--- config.mk ---
export PLATFORM = sky130hd
export DESIGN_NAME = ppc_isqrt
export DESIGN_NICKNAME = d
export VERILOG_FILES = /design/src/rtl/core/ppc_pkg.sv /design/src/rtl/core/ppc_isqrt.sv
export SDC_FILE = /design/constraint.sdc
export NUM_CORES = 2
export LEC_CHECK = 0
export BUFFER_PORTS_ARGS = -buffer_cell sky130_fd_sc_hd__clkbuf_2
export CORE_MARGIN = 5
export CORE_UTILIZATION = 40
export CTS_CLUSTER_SIZE = 30
export DETAILED_ROUTE_END_ITERATION = 8
export PLACE_DENSITY_LB_ADDON = 0.1
export SYNTH_ARGS = -nofsm -noshare
export SYNTH_HDL_FRONTEND = slang
export SYNTH_MEMORY_MAX_BITS = 65536
export SYNTH_SLANG_ARGS = --single-unit
--- constraint.sdc ---
create_clock -name clk -period 9.24 [get_ports clk]
set_input_delay 0 -clock clk [delete_from_list [all_inputs] [get_ports clk]]
set_output_delay 0 -clock clk [all_outputs]
set_load 0.01 [all_outputs]
--- src/rtl/core/ppc_pkg.sv ---
package ppc_pkg;

    localparam int WORD_BITS = 32;
    localparam int FRAC_BITS = 16;
    localparam int RAD_BITS  = 24;
    localparam int MODE_BITS = 2;

    localparam logic [MODE_BITS-1:0] MODE_ELASTIC   = 2'd0;
    localparam logic [MODE_BITS-1:0] MODE_INELASTIC = 2'd1;
    localparam logic [MODE_BITS-1:0] MODE_ADHESION  = 2'd2;

    localparam logic [RAD_BITS-1:0] RAD_MAX = '1;

    // square root: one result bit per stage
    localparam int SQ_OUT_BITS = 34;
    localparam int SQ_IN_BITS  = 2 * SQ_OUT_BITS;
    localparam int SQ_REM_BITS = SQ_OUT_BITS + 3;
    localparam int SQ_LAT      = SQ_OUT_BITS + 1;

    // divider: one quotient bit per stage, saturating to the signed word
    localparam int DIV_DEN_BITS = 34;
    localparam int DIV_Q_BITS   = 33;
    localparam int DIV_NUM_BITS = DIV_DEN_BITS + DIV_Q_BITS;
    localparam int DIV_LAT      = DIV_Q_BITS + 2;

    typedef struct packed {
        logic signed [WORD_BITS-1:0] in_pos_i_x;
        logic signed [WORD_BITS-1:0] in_pos_i_y;
        logic signed [WORD_BITS-1:0] in_vel_i_x;
        logic signed [WORD_BITS-1:0] in_vel_i_y;
        logic        [WORD_BITS-1:0] in_mass_i;
        logic        [RAD_BITS-1:0]  in_radius_i;
        logic signed [WORD_BITS-1:0] in_pos_j_x;
        logic signed [WORD_BITS-1:0] in_pos_j_y;
        logic signed [WORD_BITS-1:0] in_vel_j_x;
        logic signed [WORD_BITS-1:0] in_vel_j_y;
        logic        [WORD_BITS-1:0] in_mass_j;
        logic        [RAD_BITS-1:0]  in_radius_j;
    } pair_t;

    typedef struct packed {
        logic signed [WORD_BITS-1:0] out_vel_i_x;
        logic signed [WORD_BITS-1:0] out_vel_i_y;
        logic signed [WORD_BITS-1:0] out_vel_j_x;
        logic signed [WORD_BITS-1:0] out_vel_j_y;
        logic signed [WORD_BITS-1:0] out_pos_i_x;
        logic signed [WORD_BITS-1:0] out_pos_i_y;
        logic        [WORD_BITS-1:0] out_mass_i;
        logic        [WORD_BITS-1:0] out_mass_j;
        logic        [RAD_BITS-1:0]  out_radius_i;
        logic        [RAD_BITS-1:0]  out_radius_j;
        logic                        fault;
    } result_t;

endpackage

--- src/rtl/core/ppc_isqrt.sv ---
module ppc_isqrt
    import ppc_pkg::*;
(
    input  logic                   clk,
    input  logic [SQ_IN_BITS-1:0]  radicand,
    output logic [SQ_OUT_BITS-1:0] root
);

    logic [SQ_IN_BITS-1:0]  bits_reg [0:SQ_OUT_BITS-1];
    logic [SQ_REM_BITS-1:0] rem_reg  [0:SQ_OUT_BITS];
    logic [SQ_OUT_BITS-1:0] root_reg [0:SQ_OUT_BITS];

    logic [SQ_REM_BITS-1:0] rem_sh     [1:SQ_OUT_BITS];
    logic [SQ_REM_BITS-1:0] trial      [1:SQ_OUT_BITS];
    logic [SQ_REM_BITS-1:0] rem_next   [1:SQ_OUT_BITS];
    logic [SQ_OUT_BITS-1:0] root_next  [1:SQ_OUT_BITS];

    always_comb
    begin
        for (int k = 1; k <= SQ_OUT_BITS; k++)
        begin
            rem_sh[k] = {rem_reg[k-1][SQ_REM_BITS-3:0], bits_reg[k-1][SQ_IN_BITS-1 -: 2]};
            trial[k]  = {1'b0, root_reg[k-1], 2'b01};
            if (rem_sh[k] >= trial[k])
            begin
                rem_next[k]  = rem_sh[k] - trial[k];
                root_next[k] = {root_reg[k-1][SQ_OUT_BITS-2:0], 1'b1};
            end
            else
            begin
                rem_next[k]  = rem_sh[k];
                root_next[k] = {root_reg[k-1][SQ_OUT_BITS-2:0], 1'b0};
            end
        end
    end

    always_ff @(posedge clk)
    begin
        bits_reg[0] <= radicand;
        rem_reg[0]  <= '0;
        root_reg[0] <= '0;
        for (int k = 1; k < SQ_OUT_BITS; k++)
        begin
            bits_reg[k] <= {bits_reg[k-1][SQ_IN_BITS-3:0], 2'b00};
        end
        for (int k = 1; k <= SQ_OUT_BITS; k++)
        begin
            rem_reg[k]  <= rem_next[k];
            root_reg[k] <= root_next[k];
        end
    end

    assign root = root_reg[SQ_OUT_BITS];

endmodule

# Word-level counts from Yosys, hierarchy flattened
# Memory sizes are Yosys's and may differ from the RTL's.
# Cells that the tools add are included.
# totals
register_bits	0
ram_bits	4797
inputBits	69
output_inout_bits	34
mem_count	3
# classes
n_addsub	34
n_lt_le_gt_ge	34
muxes	68
# memory_table
memory	words	word_bits	rd	rd_clocked_by_memory_dff	wr	line_no	rtl
bits_reg	34	68	34	0	34	ppc_isqrt.sv:9	logic [SQ_IN_BITS-1:0] bits_reg [0:SQ_OUT_BITS-1];
rem_reg	35	37	34	0	35	ppc_isqrt.sv:10	logic [SQ_REM_BITS-1:0] rem_reg [0:SQ_OUT_BITS];
root_reg	35	34	35	0	35	ppc_isqrt.sv:11	logic [SQ_OUT_BITS-1:0] root_reg [0:SQ_OUT_BITS];
# op_table
op	count
$ge A37 B36 Y1	34
$mux W37	34
$sub A37 B36 Y37	34
$mux W1	34

# Longest topological paths before layout
# An unclocked memory read counts as a cell.
# logic_depth
ltp_word	3
ltp_mapped	14

# Worst setup path after synthesis
# Ideal clock, no wire load.
# synth_path
path_kind	reg-to-reg
startpoint	mem rem_reg[15][22] (netlist name)
endpoint	mem rem_reg[16][28] (netlist name)
arrival_ns	3.313
path_slack_ns	5.792
path_stages_with_launch	11
synth_period_minus_slack_ns	3.448
path_cell_list	dfxtp_1 or4_4 or4b_1 or3_1 or3_1 or4_4 nor4b_4 nor3_2 o211ai_2 nor4b_1 xor2_1
# synth_rtl
element	line_no
from (decl)	ppc_isqrt.sv:10

==> results.py <==
metrics = {
    "status": {
        "outcome": "finished, final reports clean",
    },
    "worst_setup_path": {
        "rr_startpoint": "rem_reg[12][22]$_DFF_P_",
        "critPathMaxFanout": 25,
        "startpoint": "rem_reg[12][22]$_DFF_P_",
        "reg2regPathDepth": 11,
        "end_kind": "flop",
        "cp-endpoint": "rem_reg[13][26]$_DFF_P_",
        "cp.arrival_ns": 5.10,
        "r2r-end": "rem_reg[13][26]$_DFF_P_",
        "critPathKind": "flop to flop",
        "cp-start-kind": "flop",
        "r2r_slack_ns": 4.80,
        "required_ns": 9.90,
    },
    "finish": {
        "area_growth_syn_to_layout_pct": 15.97,
        "finalNetCount": 11381,
        "largest_reg_flops": 1190,
        "drive_gt1_share_pct": 7.260,
    },
    "global_routing": {
        "track_usage_pct": 17.30,
        "grt_start_max_net_pins": 65,
        "grt_antenna_before_repair": 4,
        "grt_overflow_total": 0,
        "grt_pass1_vias": 70847,
        "grt_pass1_wl_um": 383100,
    },
    "timing": {
        "timing.final.crit_share_pct": 48.07,
        "worst_pin_slew_ns": 1.231,
        "finalSetupViolCount": 0,
        "grt_setup_unrepaired": "no",
        "hold-worst-slack_ns": 0.2573,
        "min_period_ns": 4.442,
        "final_hold_viol_count": 0,
        "maxSlewViolCount": 0,
        "finClkSkew_ns": 0.08142,
        "timing.fmax_ghz": 0.2251,
        "slew_headroom_pct": 17.15,
        "finalSetupTns_ns": 0,
    },
    "worst_hold_path": {
        "min_path_type": "flop to flop",
    },
    "floorplanning": {
        "die_area_um2": 271600,
        "die_y_um": 521.2,
        "core.rowCount": 187,
        "io_pins": 103,
        "die_w_um": 521.2,
        "coreArea_um2": 259900,
        "start_util_pct": 40.21,
    },
    "routing": {
        "wirelength_um": 240500,
        "dr.pass1.iters": 5,
        "post_drt_wl_per_cell_um": 16.68,
        "drc": 0,
        "vias_per_cell": 4.921,
        "drt_iter0_markers": 3937,
        "vias": 70966,
        "ant_nets": 0,
    },
    "pwr": {
        "powerDensity_nw_per_um2": 279.6,
        "ir_drop_mv": 0.2065,
        "power.leakage_nw": 56.38,
    },
    "cts": {
        "clk_latency_ns": 0.87,
        "cts_hold_buffers": 136,
        "cts_buffers": 309,
        "cts_sinks": 2887,
        "cts_resized": 0,
        "clock_path_buffers": 4,
        "cts_root_buffer": "clkbuf_16",
        "cts_tree": "yes",
        "postCtsSetupBuffers": 0,
        "clkSlewWorstSetupHoldPaths_ns": 0.06,
        "htreeDepth": 5,
    },
    "synth": {
        "synthCells": 10306,
        "synth_most_common_cell": "dfxtp_1",
        "synth_cell_types": 91,
        "yosys-top-cells-area": "dfxtp_1 (55%), ha_1 (7.6%), xor2_1 (3.8%)",
        "synth-edff-count": 0,
        "synthArstFlopShare_pct": 0,
        "yosys.area.top_type": "dfxtp_1",
        "ys_top_cells_by_count": "dfxtp_1 (2,887), nand2_1 (802), inv_1 (801)",
        "ys.flop_type": "dfxtp_1",
        "synth_top_area_share_pct": 55.30,
        "synth_fp_nets": 11006,
        "netlist_area_um2": 104500,
        "ys_ff_latch": 2887,
        "yosysSeqAreaShare_pct": 55.30,
        "yosys_warnings": 0,
        "synth.avg_cell_area_um2": 10.14,
    },
    "flow_run": {
        "maxCapViolations": 0,
    },
    "placement": {
        "numPortBuffers": 102,
        "gp_congestion": 0.8787,
        "hpwl_um": 183000,
    },
}
-- stage by stage --
step / total power, mW / cells / setup slack (ns) / instance area [um2] / utilization (%)
2_1_floorplan: 19.40 / 10306 / 5.792 / 104500 / -
3_3_place_gp: 21.14 / 13730 / 4.884 / 109000 / 41.91
3_5_place_dp: 21.18 / 13730 / 4.827 / 109000 / 41.91
4_1_cts: 34.41 / 14419 / 4.787 / 121200 / 46.62
5_1_grt: 35.69 / 14420 / 4.542 / 121200 / 46.62
6_report: 33.88 / 14422 / 4.798 / 121200 / 46.63
-- cell type report --
type,count,area [um2]
antenna,3,7.507
clock buffer,406,8675
clock inverter,147,2203
fill,24244,138700
inverter,805,3022
multi-input combinational,6416,43070
sequential,2887,57800
tap,3496,4374
timing repair buffer,262,2052
-- placed cells by master (no fill, tap or decap), types with 263 or more instances in the layout --
cell       Yosys  layout
dfxtp_1     2887    2887
nand2_1      802     802
inv_1        801     801
ha_1         631     631
o21ai_0      600     600
a21oi_1      592     589
nor2_1       587     587
xor2_1       459     459
xnor2_1      449     449
clkbuf_16      0     315
a21o_1       271     271
nor3_1       263     263
-- worst min-delay path by stage --
stage	startpoint	to	slack (ns)	depth (start not counted)
3_3_place_gp	radicand[4]	bits_reg[0][4]$_DFF_P_	0.10	1
5_1_grt	bits_reg[15][65]$_DFF_P_	bits_reg[16][67]$_DFF_P_	0.24	0
2_1_floorplan	radicand[0]	bits_reg[0][0]$_DFF_P_	0.03	0
4_1_cts	radicand[39]	bits_reg[0][39]$_DFF_P_	0.21	3
6_report	bits_reg[15][65]$_DFF_P_	bits_reg[16][67]$_DFF_P_	0.26	0
3_5_place_dp	radicand[50]	bits_reg[0][50]$_DFF_P_	0.10	1
-- power by group --
part	internal [mW]	total (mW)	switching, mW
combinational	2.20	4.99	2.79
sequential	14.4	16.0	1.54
clock	7.99	12.9	4.95
-- layer usage --
layer / global-route usage, % / vias up / routed length, um
li1: - / 35997 / -
met1: 22.53 / 33167 / 109700
met2: 29.73 / 1379 / 113900
met3: 2.229 / 423 / 9476
met4: 5.620 / 0 / 7487
met5: 0 / - / 0
-- critical path, cell delays in order (launching register included) --
cell and delay, ns:
dfxtp_1 0.32, or4_1 0.56, or3_1 0.38, or4_1 0.46
or3_1 0.38, or3_1 0.37, nor4_1 0.32, o21a_1 0.70
inv_2 0.23, nand3b_2 0.31, nor4_1 0.10, xor2_1 0.15
-- cell families (layout without fill, tap and decap cells) --
| family | after synthesis | count (layout) | synth area share (%) |
|---|---|---|---|
| flip-flops | 2887 | 2887 | 55.30 |
| AND/OR/NAND/NOR | 2706 | 2706 | 12.70 |
| AO/OA/AOI/OAI | 2100 | 2100 | 12.48 |
| buffers and inverters | 1003 | 1620 | 3.611 |
| XOR/XNOR | 908 | 908 | 7.609 |
| adder cells (fa/ha/maj) | 631 | 631 | 7.554 |
| multiplexers | 70 | 70 | 0.7435 |
| other | 1 | 4 | 0.003588 |
Power figures use the tool's default switching activity.
